`config.mk`:
```
export PLATFORM = sky130hd
export DESIGN_NAME = polygon_area_orientation_bbox_core
export DESIGN_NICKNAME = d
export VERILOG_FILES = /design/src/hw/rtl/pabb_pkg.sv /design/src/hw/rtl/pabb_track.sv /design/src/hw/rtl/pabb_accum.sv /design/src/hw/rtl/pabb_finish.sv /design/src/hw/rtl/polygon_area_orientation_bbox_core.sv
export SDC_FILE = /design/constraint.sdc
export NUM_CORES = 2
export LEC_CHECK = 0
export BUFFER_PORTS_ARGS = -buffer_cell sky130_fd_sc_hd__buf_2
export CORE_ASPECT_RATIO = 0.7
export CORE_MARGIN = 3
export CORE_UTILIZATION = 42
export DETAILED_ROUTE_END_ITERATION = 16
export SYNTH_ARGS = -nofsm -noshare
export SYNTH_HDL_FRONTEND = slang
export SYNTH_HIERARCHICAL = 1
export SYNTH_SLANG_ARGS = --single-unit
```
`constraint.sdc`:
```
create_clock -name clk -period 22.9 [get_ports clk]
set_clock_uncertainty 0.2 [all_clocks]
set_input_delay 2.29 -clock clk [delete_from_list [all_inputs] [get_ports clk]]
set_output_delay 2.29 -clock clk [all_outputs]
set_load 0.005 [all_outputs]
```
`src/hw/rtl/pabb_pkg.sv`:
```
// ----------------------------------------------------------------------------
// pabb_pkg
// shared widths, constants and stage payload types of the polygon area,
// orientation and bounding box core
// ----------------------------------------------------------------------------
package pabb_pkg;

  localparam int COORD_BITS     = 16;
  localparam int DIFF_BITS      = COORD_BITS + 1;
  localparam int PROD_BITS      = 2 * DIFF_BITS;
  localparam int CROSS_BITS     = PROD_BITS + 1;
  localparam int AREA_BITS      = 48;
  localparam int CNT_BITS       = 14;
  localparam int MAX_VERTICES   = 8192;
  localparam int MIN_FOR_ORIENT = 3;
  localparam int IN_BITS        = 2 * COORD_BITS;
  localparam int OUT_BITS       = AREA_BITS + 1 + 4 * COORD_BITS + CNT_BITS + 1;

  typedef logic signed [COORD_BITS-1:0] coord_t;
  typedef logic signed [DIFF_BITS-1:0]  diff_t;
  typedef logic signed [PROD_BITS-1:0]  prod_t;
  typedef logic signed [AREA_BITS-1:0]  area_t;
  typedef logic [CNT_BITS-1:0]          cnt_t;

  typedef struct packed {
    coord_t min_x;
    coord_t max_x;
    coord_t min_y;
    coord_t max_y;
  } box_t;

  // tracker stage to accumulator stage
  typedef struct packed {
    logic  last;
    prod_t edge_a;
    prod_t edge_b;
    diff_t v1x;
    diff_t v1y;
    diff_t v2x;
    diff_t v2y;
    box_t  box;
    cnt_t  count;
    logic  ovf;
  } trk_t;

  // accumulator stage to finishing stage
  typedef struct packed {
    area_t area;
    prod_t cr_a;
    prod_t cr_b;
    box_t  box;
    cnt_t  count;
    logic  ovf;
  } acc_t;

  function automatic diff_t ext_c(coord_t v);
    return diff_t'(v);
  endfunction

endpackage

```
`src/hw/rtl/pabb_track.sv`:
```
// ----------------------------------------------------------------------------
// pabb_track
// per-vertex state: first, previous and top vertex, box, count; edge products
// ----------------------------------------------------------------------------
module pabb_track import pabb_pkg::*; (
  input  logic   clk,
  input  logic   rst_n,
  input  logic   s1_valid,
  input  coord_t s1_x,
  input  coord_t s1_y,
  input  logic   s1_last,
  input  logic   s3_rdy,
  output logic   s2_rdy,
  output logic   s2_valid_r,
  output trk_t   s2_r
);

  coord_t first_x_r, first_y_r, first_x_nxt, first_y_nxt;
  coord_t prev_x_r, prev_y_r;
  coord_t top_x_r, top_y_r, top_x_nxt, top_y_nxt;
  coord_t pred_x_r, pred_y_r, pred_x_nxt, pred_y_nxt;
  coord_t succ_x_r, succ_y_r, succ_x_nxt, succ_y_nxt;
  logic   succ_pend_r, succ_pend_nxt;
  logic   top_first_r, top_first_nxt;
  box_t   box_r, box_nxt;
  cnt_t   cnt_r, cnt_nxt;
  logic   ovf_r, ovf_nxt;
  logic   move;
  logic   start;
  coord_t pred_fin_x, pred_fin_y, succ_fin_x, succ_fin_y;
  diff_t  sum_a, dy_a, sum_b, dy_b;
  prod_t  edge_a, edge_b;

  assign s2_rdy = !s2_valid_r || s3_rdy;
  assign move   = s1_valid && s2_rdy;
  assign start  = (cnt_r == '0);

  // next tracking state
  always_comb begin
    first_x_nxt   = first_x_r;
    first_y_nxt   = first_y_r;
    top_x_nxt     = top_x_r;
    top_y_nxt     = top_y_r;
    pred_x_nxt    = pred_x_r;
    pred_y_nxt    = pred_y_r;
    succ_x_nxt    = succ_x_r;
    succ_y_nxt    = succ_y_r;
    succ_pend_nxt = succ_pend_r;
    top_first_nxt = top_first_r;
    box_nxt       = box_r;
    cnt_nxt       = cnt_r;
    ovf_nxt       = ovf_r;
    if (start) begin
      first_x_nxt   = s1_x;
      first_y_nxt   = s1_y;
      top_x_nxt     = s1_x;
      top_y_nxt     = s1_y;
      top_first_nxt = 1'b1;
      succ_pend_nxt = 1'b1;
      box_nxt       = '{min_x: s1_x, max_x: s1_x, min_y: s1_y, max_y: s1_y};
      cnt_nxt       = cnt_t'(1);
    end else begin
      if (s1_x < box_r.min_x) box_nxt.min_x = s1_x;
      if (s1_x > box_r.max_x) box_nxt.max_x = s1_x;
      if (s1_y < box_r.min_y) box_nxt.min_y = s1_y;
      if (s1_y > box_r.max_y) box_nxt.max_y = s1_y;
      if (s1_y > top_y_r) begin
        top_x_nxt     = s1_x;
        top_y_nxt     = s1_y;
        pred_x_nxt    = prev_x_r;
        pred_y_nxt    = prev_y_r;
        top_first_nxt = 1'b0;
        succ_pend_nxt = 1'b1;
      end else if (succ_pend_r) begin
        succ_x_nxt    = s1_x;
        succ_y_nxt    = s1_y;
        succ_pend_nxt = 1'b0;
      end
      if (cnt_r >= cnt_t'(MAX_VERTICES)) begin
        ovf_nxt = 1'b1;
      end else begin
        cnt_nxt = cnt_r + cnt_t'(1);
      end
    end
  end

  // neighbors of the top vertex as seen at the close
  assign pred_fin_x = top_first_nxt ? s1_x : pred_x_nxt;
  assign pred_fin_y = top_first_nxt ? s1_y : pred_y_nxt;
  assign succ_fin_x = succ_pend_nxt ? first_x_nxt : succ_x_nxt;
  assign succ_fin_y = succ_pend_nxt ? first_y_nxt : succ_y_nxt;

  // shoelace terms: previous edge and wrap edge back to the first vertex
  assign sum_a  = ext_c(prev_x_r) + ext_c(s1_x);
  assign dy_a   = ext_c(s1_y) - ext_c(prev_y_r);
  assign sum_b  = ext_c(s1_x) + ext_c(first_x_nxt);
  assign dy_b   = ext_c(first_y_nxt) - ext_c(s1_y);
  assign edge_a = start ? '0 : prod_t'(sum_a) * prod_t'(dy_a);
  assign edge_b = s1_last ? prod_t'(sum_b) * prod_t'(dy_b) : '0;

  // control state, cleared after the closing vertex
  always_ff @(posedge clk) begin
    if (!rst_n) begin
      cnt_r       <= '0;
      ovf_r       <= 1'b0;
      succ_pend_r <= 1'b0;
      top_first_r <= 1'b1;
      s2_valid_r  <= 1'b0;
    end else begin
      if (s2_rdy) begin
        s2_valid_r <= s1_valid;
      end
      if (move) begin
        if (s1_last) begin
          cnt_r       <= '0;
          ovf_r       <= 1'b0;
          succ_pend_r <= 1'b0;
          top_first_r <= 1'b1;
        end else begin
          cnt_r       <= cnt_nxt;
          ovf_r       <= ovf_nxt;
          succ_pend_r <= succ_pend_nxt;
          top_first_r <= top_first_nxt;
        end
      end
    end
  end

  // vertex payload state and stage register
  always_ff @(posedge clk) begin
    if (move) begin
      first_x_r   <= first_x_nxt;
      first_y_r   <= first_y_nxt;
      prev_x_r    <= s1_x;
      prev_y_r    <= s1_y;
      top_x_r     <= top_x_nxt;
      top_y_r     <= top_y_nxt;
      pred_x_r    <= pred_x_nxt;
      pred_y_r    <= pred_y_nxt;
      succ_x_r    <= succ_x_nxt;
      succ_y_r    <= succ_y_nxt;
      box_r       <= box_nxt;
      s2_r.last   <= s1_last;
      s2_r.edge_a <= edge_a;
      s2_r.edge_b <= edge_b;
      s2_r.v1x    <= ext_c(top_x_nxt) - ext_c(pred_fin_x);
      s2_r.v1y    <= ext_c(top_y_nxt) - ext_c(pred_fin_y);
      s2_r.v2x    <= ext_c(succ_fin_x) - ext_c(top_x_nxt);
      s2_r.v2y    <= ext_c(succ_fin_y) - ext_c(top_y_nxt);
      s2_r.box    <= box_nxt;
      s2_r.count  <= cnt_nxt;
      s2_r.ovf    <= ovf_nxt;
    end
  end

endmodule

```
`src/hw/rtl/pabb_accum.sv`:
```
// ----------------------------------------------------------------------------
// pabb_accum
// area accumulator and cross product multipliers at the top vertex
// ----------------------------------------------------------------------------
module pabb_accum import pabb_pkg::*; (
  input  logic clk,
  input  logic rst_n,
  input  logic s2_valid,
  input  trk_t s2,
  input  logic s4_rdy,
  output logic s3_rdy,
  output logic s3_valid_r,
  output acc_t s3_r
);

  area_t acc_r;
  area_t acc_sum;
  logic  move;

  assign s3_rdy  = !s3_valid_r || s4_rdy;
  assign move    = s2_valid && s3_rdy;
  assign acc_sum = acc_r + area_t'(s2.edge_a) + area_t'(s2.edge_b);

  // accumulator, cleared once the closing vertex has passed
  always_ff @(posedge clk) begin
    if (!rst_n) begin
      acc_r      <= '0;
      s3_valid_r <= 1'b0;
    end else begin
      if (s3_rdy) begin
        s3_valid_r <= s2_valid && s2.last;
      end
      if (move) begin
        acc_r <= s2.last ? '0 : acc_sum;
      end
    end
  end

  // result payload of the closing vertex
  always_ff @(posedge clk) begin
    if (move && s2.last) begin
      s3_r.area  <= acc_sum;
      s3_r.cr_a  <= prod_t'(s2.v1x) * prod_t'(s2.v2y);
      s3_r.cr_b  <= prod_t'(s2.v1y) * prod_t'(s2.v2x);
      s3_r.box   <= s2.box;
      s3_r.count <= s2.count;
      s3_r.ovf   <= s2.ovf;
    end
  end

endmodule

```
`src/hw/rtl/pabb_finish.sv`:
```
// ----------------------------------------------------------------------------
// pabb_finish
// orientation decision, signed area and the output register
// ----------------------------------------------------------------------------
module pabb_finish import pabb_pkg::*; (
  input  logic                clk,
  input  logic                rst_n,
  input  logic                s3_valid,
  input  acc_t                s3,
  input  logic                out_tready,
  output logic                s4_rdy,
  output logic                out_valid_r,
  output logic [OUT_BITS-1:0] out_data_r
);

  logic signed [CROSS_BITS-1:0] turn;
  logic                         few;
  logic                         cw;
  area_t                        area;

  assign s4_rdy = !out_valid_r || out_tready;

  // clockwise when too few vertices or the turn at the top is negative
  assign turn  = CROSS_BITS'(s3.cr_a) - CROSS_BITS'(s3.cr_b);
  assign few   = (s3.count < cnt_t'(MIN_FOR_ORIENT));
  assign cw    = few || turn[CROSS_BITS-1];
  assign area  = cw ? -s3.area : s3.area;

  always_ff @(posedge clk) begin
    if (!rst_n) begin
      out_valid_r <= 1'b0;
    end else if (s4_rdy) begin
      out_valid_r <= s3_valid;
    end
  end

  // packed result, area in the lowest bits
  always_ff @(posedge clk) begin
    if (s4_rdy && s3_valid) begin
      out_data_r <= {s3.ovf, s3.count, s3.box.max_y, s3.box.min_y,
                     s3.box.max_x, s3.box.min_x, cw, area};
    end
  end

endmodule

```
`src/hw/rtl/polygon_area_orientation_bbox_core.sv`:
```
// ----------------------------------------------------------------------------
// polygon_area_orientation_bbox_core
// streaming shoelace area, orientation and bounding box of a polygon
// ----------------------------------------------------------------------------
// path: a closing vertex goes from the input register through the tracker and accumulator stages to the output register
// throughput: one vertex per cycle while the output is not stalled; results may leave back to back
// the pipeline stalls only when a result waits both in the output register
//   and in the stage before it
// reset: synchronous, active low; clears all valids and the polygon state
module polygon_area_orientation_bbox_core import pabb_pkg::*; (
  input  logic                clk,
  input  logic                rst_n,
  input  logic                in_tvalid,
  output logic                in_tready,
  input  logic [IN_BITS-1:0]  in_tdata,   // x_coord, y_coord
  input  logic                in_tlast,   // last_vertex
  output logic                out_tvalid,
  input  logic                out_tready,
  // area_twice, clockwise, min_x, max_x, min_y, max_y, vertex_count,
  // count_overflow
  output logic [OUT_BITS-1:0] out_tdata
);

  logic   s1_valid_r;
  coord_t s1_x_r, s1_y_r;
  logic   s1_last_r;
  logic   s2_rdy, s3_rdy, s4_rdy;
  logic   s2_valid, s3_valid;
  trk_t   s2;
  acc_t   s3;

  assign in_tready = !s1_valid_r || s2_rdy;

  // input register
  always_ff @(posedge clk) begin
    if (!rst_n) begin
      s1_valid_r <= 1'b0;
    end else if (in_tready) begin
      s1_valid_r <= in_tvalid;
    end
  end

  always_ff @(posedge clk) begin
    if (in_tready && in_tvalid) begin
      s1_x_r    <= in_tdata[COORD_BITS-1:0];
      s1_y_r    <= in_tdata[IN_BITS-1:COORD_BITS];
      s1_last_r <= in_tlast;
    end
  end

  pabb_track u_track (
    .clk        (clk),
    .rst_n      (rst_n),
    .s1_valid   (s1_valid_r),
    .s1_x       (s1_x_r),
    .s1_y       (s1_y_r),
    .s1_last    (s1_last_r),
    .s3_rdy     (s3_rdy),
    .s2_rdy     (s2_rdy),
    .s2_valid_r (s2_valid),
    .s2_r       (s2)
  );

  pabb_accum u_accum (
    .clk        (clk),
    .rst_n      (rst_n),
    .s2_valid   (s2_valid),
    .s2         (s2),
    .s4_rdy     (s4_rdy),
    .s3_rdy     (s3_rdy),
    .s3_valid_r (s3_valid),
    .s3_r       (s3)
  );

  pabb_finish u_finish (
    .clk         (clk),
    .rst_n       (rst_n),
    .s3_valid    (s3_valid),
    .s3          (s3),
    .out_tready  (out_tready),
    .s4_rdy      (s4_rdy),
    .out_valid_r (out_tvalid),
    .out_data_r  (out_tdata)
  );

endmodule

```
Yosys cells after proc, flatten, opt, wreduce, memory -nomap -nowiden
Index checks and enable logic that the tools add are counted.
{ "totals": {"out_inout_bits": 130, "register_bits": 801, "input_bits": 37, "word_cells": 132} }
{ "op_classes": {"mul": 4, "addsub": 13, "n_lt_le_gt_ge": 7, "muxes": 39, "n_reduce_logical": 24} }
{ "ops": {"columns": ["operator", "n"], "rows": [
  ["16-bit 2-to-1 mux", 24],
  ["17-bit by 17-bit multiplier with 34-bit output", 4],
  ["16-bit by 16-bit subtractor with 17-bit output", 6],
  ["48-bit by 34-bit adder with 48-bit output", 2],
  ["48-bit 2-to-1 mux", 2],
  ["64-bit 2-to-1 mux", 1],
  ["16-bit greater-than comparator", 3],
  ["48-bit negation", 1],
  ["14-bit 2-to-1 mux", 3],
  ["34-bit by 34-bit subtractor with 35-bit output", 1],
  ["16-bit by 16-bit adder with 17-bit output", 2],
  ["16-bit < comparator", 2],
  ["14-bit by 1-bit adder with 14-bit output (second input constant)", 1],
  ["14-bit greater-or-equal comparator (second input constant)", 1],
  ["14-bit zero test", 1],
  ["14-bit by 2-bit < comparator with 1-bit output (second input constant)", 1],
  ["1-bit 2-to-1 mux", 9],
  ["2-bit AND reduction", 4],
  ["2-bit nonzero test", 4],
  ["1-bit logical AND", 6],
  ["1-bit logical OR", 5],
  ["1-bit zero test", 4]
]} }

Longest topological paths before layout
{ "logic_depth": {"word_depth": 6, "mapped_depth": 41, "ltp_nobuf": 40} }

By module
The synthesis kept the hierarchy.
{ "modules_own_cells": {"columns": ["mod", "cells_each", "instances", "seq_area_each_um2", "area_per_inst_um2"], "rows": [
  ["pabb_track", 4391, 1, 11651.2, 44253.7],
  ["pabb_accum", 3198, 1, 6836.6, 32967.9],
  ["pabb_finish", 904, 1, 3863.7, 8572.0],
  ["polygon_area_orientation_bbox_core", 38, 1, 1011.0, 1048.5]
]} }

Least setup slack after synthesis
No wires, ideal clock.
{ "synth_path": {"path_kind": "input -> register", "startpoint": "input out_tready", "endpoint": "register u_track.cnt_r[5]", "arrival_time_ns": 9.862, "path_slack_ns": 12.716, "required_time_ns": 22.578, "stages": 8, "setup_ns": 0.122, "path_cell_list": "nand2b_1 -> nand2b_1 -> nand2b_1 -> nand2_1 -> inv_1 -> o21ai_0 -> a21oi_1 -> nor2b_1"} }
{ "synth_via": {"elab_chain_cells": 4} }
{ "synth_rtl": {"columns": ["item", "line_no", "text"], "rows": [
  ["start, declared", "polygon_area_orientation_bbox_core.sv:18", "input logic out_tready,"],
  ["1-bit logical OR", "pabb_finish.sv:21", "assign s4_rdy = !out_valid_r || out_tready;"],
  ["1-bit logical OR", "pabb_accum.sv:20", "assign s3_rdy = !s3_valid_r || s4_rdy;"],
  ["named net s3_rdy", "polygon_area_orientation_bbox_core.sv:27", "logic s2_rdy, s3_rdy, s4_rdy;"],
  ["1-bit logical OR", "pabb_track.sv:34", "assign s2_rdy = !s2_valid_r || s3_rdy;"],
  ["named net s2_rdy", "polygon_area_orientation_bbox_core.sv:27", null],
  ["1-bit logical AND", "pabb_track.sv:35", "assign move = s1_valid && s2_rdy;"],
  ["named net u_track.move", "pabb_track.sv:28", "logic move;"],
  ["end signal, assigned", "pabb_track.sv:120", "cnt_r <= cnt_nxt;"],
  ["end, declared", "pabb_track.sv:26", "cnt_t cnt_r, cnt_nxt;"]
]} }
The timed path passes the listed nets, and every way through them passes these cells.
A chain may end at the register's enable or synchronous reset.

Final worst setup path
{ "layout_path": {"startpoint": "register u_track.cnt_r[13]", "endpoint": "register u_track/s2_r[178] (netlist bit) (data pin)"} }
{ "layout_via": {"elab_chain_cells": 4, "elab_cells_between_ends": 6, "cone_classes": "add/sub: 2; mul: 1; mux: 2; reduce/logical: 1"} }
{ "layout_rtl": {"columns": ["item", "line_no", "text"], "rows": [
  ["14-bit zero test", "pabb_track.sv:36", "assign start = (cnt_r == '0);"],
  ["16-bit 2-to-1 mux", "pabb_track.sv:53", "if (start) begin"],
  ["named net u_track.first_x_nxt[3]", "pabb_track.sv:18", "coord_t first_x_r, first_y_r, first_x_nxt, first_y_nxt;"],
  ["16-bit by 16-bit adder with 17-bit output", "pabb_track.sv:96", "assign sum_b = ext_c(s1_x) + ext_c(first_x_nxt);"],
  ["17-bit by 17-bit multiplier with 34-bit output", "pabb_track.sv:99", "assign edge_b = s1_last ? prod_t'(sum_b) * prod_t'(dy_b) : '0;"],
  ["end, declared", "pabb_track.sv:15", "output trk_t s2_r"]
]} }
The timed path passes the listed nets, and every way through them passes these cells.

==> metrics.md <==
| Metric | Value |
|---|---|
| Run status | finished clean |
| Largest net degree at the start of global routing | between 100 and 150 |
| Core area | about 0.2 sq mm |
| CTS H-Tree Depth | 3 |
| Slew margin rel. | 0.03678 |
| Die area | between 0.2 and 0.25 sq mm |
| MaxCap Viol Count | 0 |
| Congestion Overflow GR | 0 |
| Initial DRT Pass Iterations | 6 |
| Total negative slack | 0 ns |
| Top cells by area, synth | fa_1, edfxtp_1, ha_1 |
| Initial antenna violation count | 16 |
| Crit path max fanout | 70 |
| Worst setup SP type | register |
| IO Port Bufs | roughly 170 |
| Ys async rst share | 0 |
| Num CTS Buffers | 89 |
| Die Wd | 549.5 um |
| Synth unique cells | between 100 and 150 |
| Worst-path clk slew | about 0.070 ns |
| Most frequent cells after synthesis | inv_1, fa_1, nand2_1 |
| Minimum clock period | 11.07 ns |
| Post-route antenna net violation count | 0 |
| Synth Instances | roughly 8500 |
| RSZ-0062 raised after global routing | false |
| Critical Path AT | ~11 ns |
| CP required | 23.12 ns |
| Initial Util | 0.4259 |
| Row count | 138 |
| Number of synthesized flops with an enable pin | approximately 730 |
| WL per Instance | about 22 um |
| Vias | 62030 |
| Dominant synthesized flop cell | edfxtp_1 |
| Area Overhead vs Synth | 8.286% |
| Crit-path most repeated cell | fa_1 |
| Sequential area share after synthesis | 0.2690 |
| Residual DRC count | 0 |
| Period utilisation layout | 0.4833 |
| Worst setup EP type | register |
| Clock tree buffer depth | 3 |
| Worst Hold Class | reg -> reg |
| Num ports | 167 |
| Layout cells sized above 1 | 0.07084 |
| Root Buffer | clkbuf_16 |
| Slowest cell on crit path | buf_4 |
| Post-CTS Resized | 0 |
| Count of clock tree sinks | 801 |
| Worst-Margin Slew | 1.435 ns |
| FMAX | between 90 and 100 MHz |
| Vias per cell | 5.442 |
| # hold bufs at CTS | 0 |
| Count leader, synth | inv_1 |
| CP bufs+invs | 2 |
| Final hold viol count | 0 |
| Slowest stage delay, CP | 0.79 ns |
| Register bit total from synthesis | 801 |
| Share of the synthesized area in the top cell type | 0.2859 |
| CP delay by family, top | adder cells |
| First-pass GRT wire length | ~380000 um |
| Final net count | about 11000 |
| Setup Buffers After CTS | 0 |
| Die Y | around 390 um |
| Net Count, Synth | 10440 |
| Final slew viol count | 0 |
| CP Class | reg -> reg |
| TritonCTS clock tree | done |
| Cell taking the most area after synthesis | fa_1 |
| GRT Resource Usage Total | 0.2316 |
| Setup violators final | 0 |
| Iter 0 DRT Violations | 5685 |
| Avg Cell Area, Syn | just over 10 sq um |
| GPL Wtd Cong | 0.9224 |
| Synthesized cell area | between 0.08 and 0.09 sq mm |
| Routed WL | roughly 250000 um |
| Vias in the first global route | 62250 |
| Final HPWL from detailed placement | ~190000 um |
| Ys Warns | 6 |
| Clock Latency Late Sink | 0.75 ns |
==> registers in the layout (all words and copies together) (netlist names), 14 cells and up <==
register,flops
s1_x_r,16
s1_y_r,16
u_accum/acc_r,48
u_accum/s3_r,195
u_finish/out_data_r,128
u_track/box_r,64
u_track/cnt_r,14
u_track/first_x_r,16
u_track/first_y_r,16
u_track/pred_x_r,16
u_track/pred_y_r,16
u_track/prev_x_r,16
u_track/prev_y_r,16
u_track/s2_r,152
u_track/succ_x_r,16
u_track/succ_y_r,16
u_track/top_x_r,16
u_track/top_y_r,16
==> worst paths after layout <==
kind | to | slack [ns] | cells past startpoint | start
hold reg to reg | u_finish/out_data_r[77] | 0.22 | 0 | u_accum/s3_r[59]
hold / removal | u_finish/out_data_r[77] | 0.22 | 0 | u_accum/s3_r[59]
setup reg to reg | u_track/s2_r[178] | 11.83 | 31 | u_track/cnt_r[13]
setup / recovery | u_track/s2_r[178] | 11.83 | 31 | u_track/cnt_r[13]
==> worst register-to-register path: cells and delay by family (launching register included) <==
family | cells | cell delay [ns]
fa+ha+maj | 8 | 4.02
compound gates | 13 | 3.07
simple gates | 8 | 2.21
buf+inv | 2 | 0.86
flops | 1 | 0.43
==> per-stage QoR <==
step / std cells / hold WS, ns / area (sq um) / util / setup slack (ns)
after global routing: 11400 / 0.2189 / 94040 / 0.4611 / 11.22
after detailed placement: 11230 / 0.2045 / 90920 / 0.4458 / 12.00
after global placement: 11230 / 0.2030 / 90920 / 0.4458 / 12.01
after floorplan: 8531 / 0.2003 / 86840 / - / 12.72
after CTS: 11400 / 0.2149 / 94030 / 0.4611 / 11.94
final: 11400 / 0.2151 / 94040 / 0.4612 / 11.83
==> routing by layer <==
layer  up-vias  track usage  routed length (um)
li1      28010            -                   -
met1     31560       0.3725              121100
met2      2232       0.3202               99330
met3       227      0.04808               22040
met4         2      0.03927                3983
met5         -            0                  12
==> layout make-up <==
class	count	area, sq um
well taps	2730	3416
repair buffers	288	1747
clock buffers	105	2379
diodes	1	2.502
inverters	1518	5713
multi-input cells	5896	56680
clock inverters	59	735.7
flip-flops and latches	801	23360
fillers	19080	109900
==> layout by cell type, fill, tap and decap left out, types with 17 or more instances in the layout <==
master        n
a211oi_1     32
a21o_1      131
a21oi_1     388
a22o_1       20
a22oi_1      37
a31oi_1      29
and2_1      369
and3_1       62
buf_2       166
buf_4       122
clkbuf_16    90
clkinv_2     17
dfxtp_1      68
edfxtp_1    732
fa_1       1240
ha_1        628
inv_1      1513
mux2_2       63
mux2i_1      79
nand2_1     824
nand2b_1     64
nand3_1     101
nand4_1      45
nor2_1      467
nor2b_1     110
nor3_1      118
nor3b_1      32
nor4_1       88
o211ai_1     19
o21a_1       50
o21ai_0     165
o21bai_1     35
o22a_1       32
o22ai_1      36
or2_2        22
or3_1        28
xnor2_1     213
xor2_1       89
==> kinds of logic (layout without fill, tap and decap cells) <==
| group | after synthesis | after routing | share of synthesized area |
|---|---|---|---|
| AOI/OAI and AO/OA | 1147 | 1147 | 0.08692 |
| xor gates and xnor gates | 311 | 311 | 0.03171 |
| adders and majority gates | 1869 | 1869 | 0.3765 |
| buffers and inverters | 1834 | 1970 | 0.08011 |
| DFF | 801 | 801 | 0.2690 |
| muxes | 147 | 147 | 0.01792 |
| other | 0 | 1 | 0 |
| and+or+nand+nor | 2422 | 2422 | 0.1378 |
Power is not shown: default switching activity piles up to over one toggle a cycle in this logic, so the estimate is an artifact.
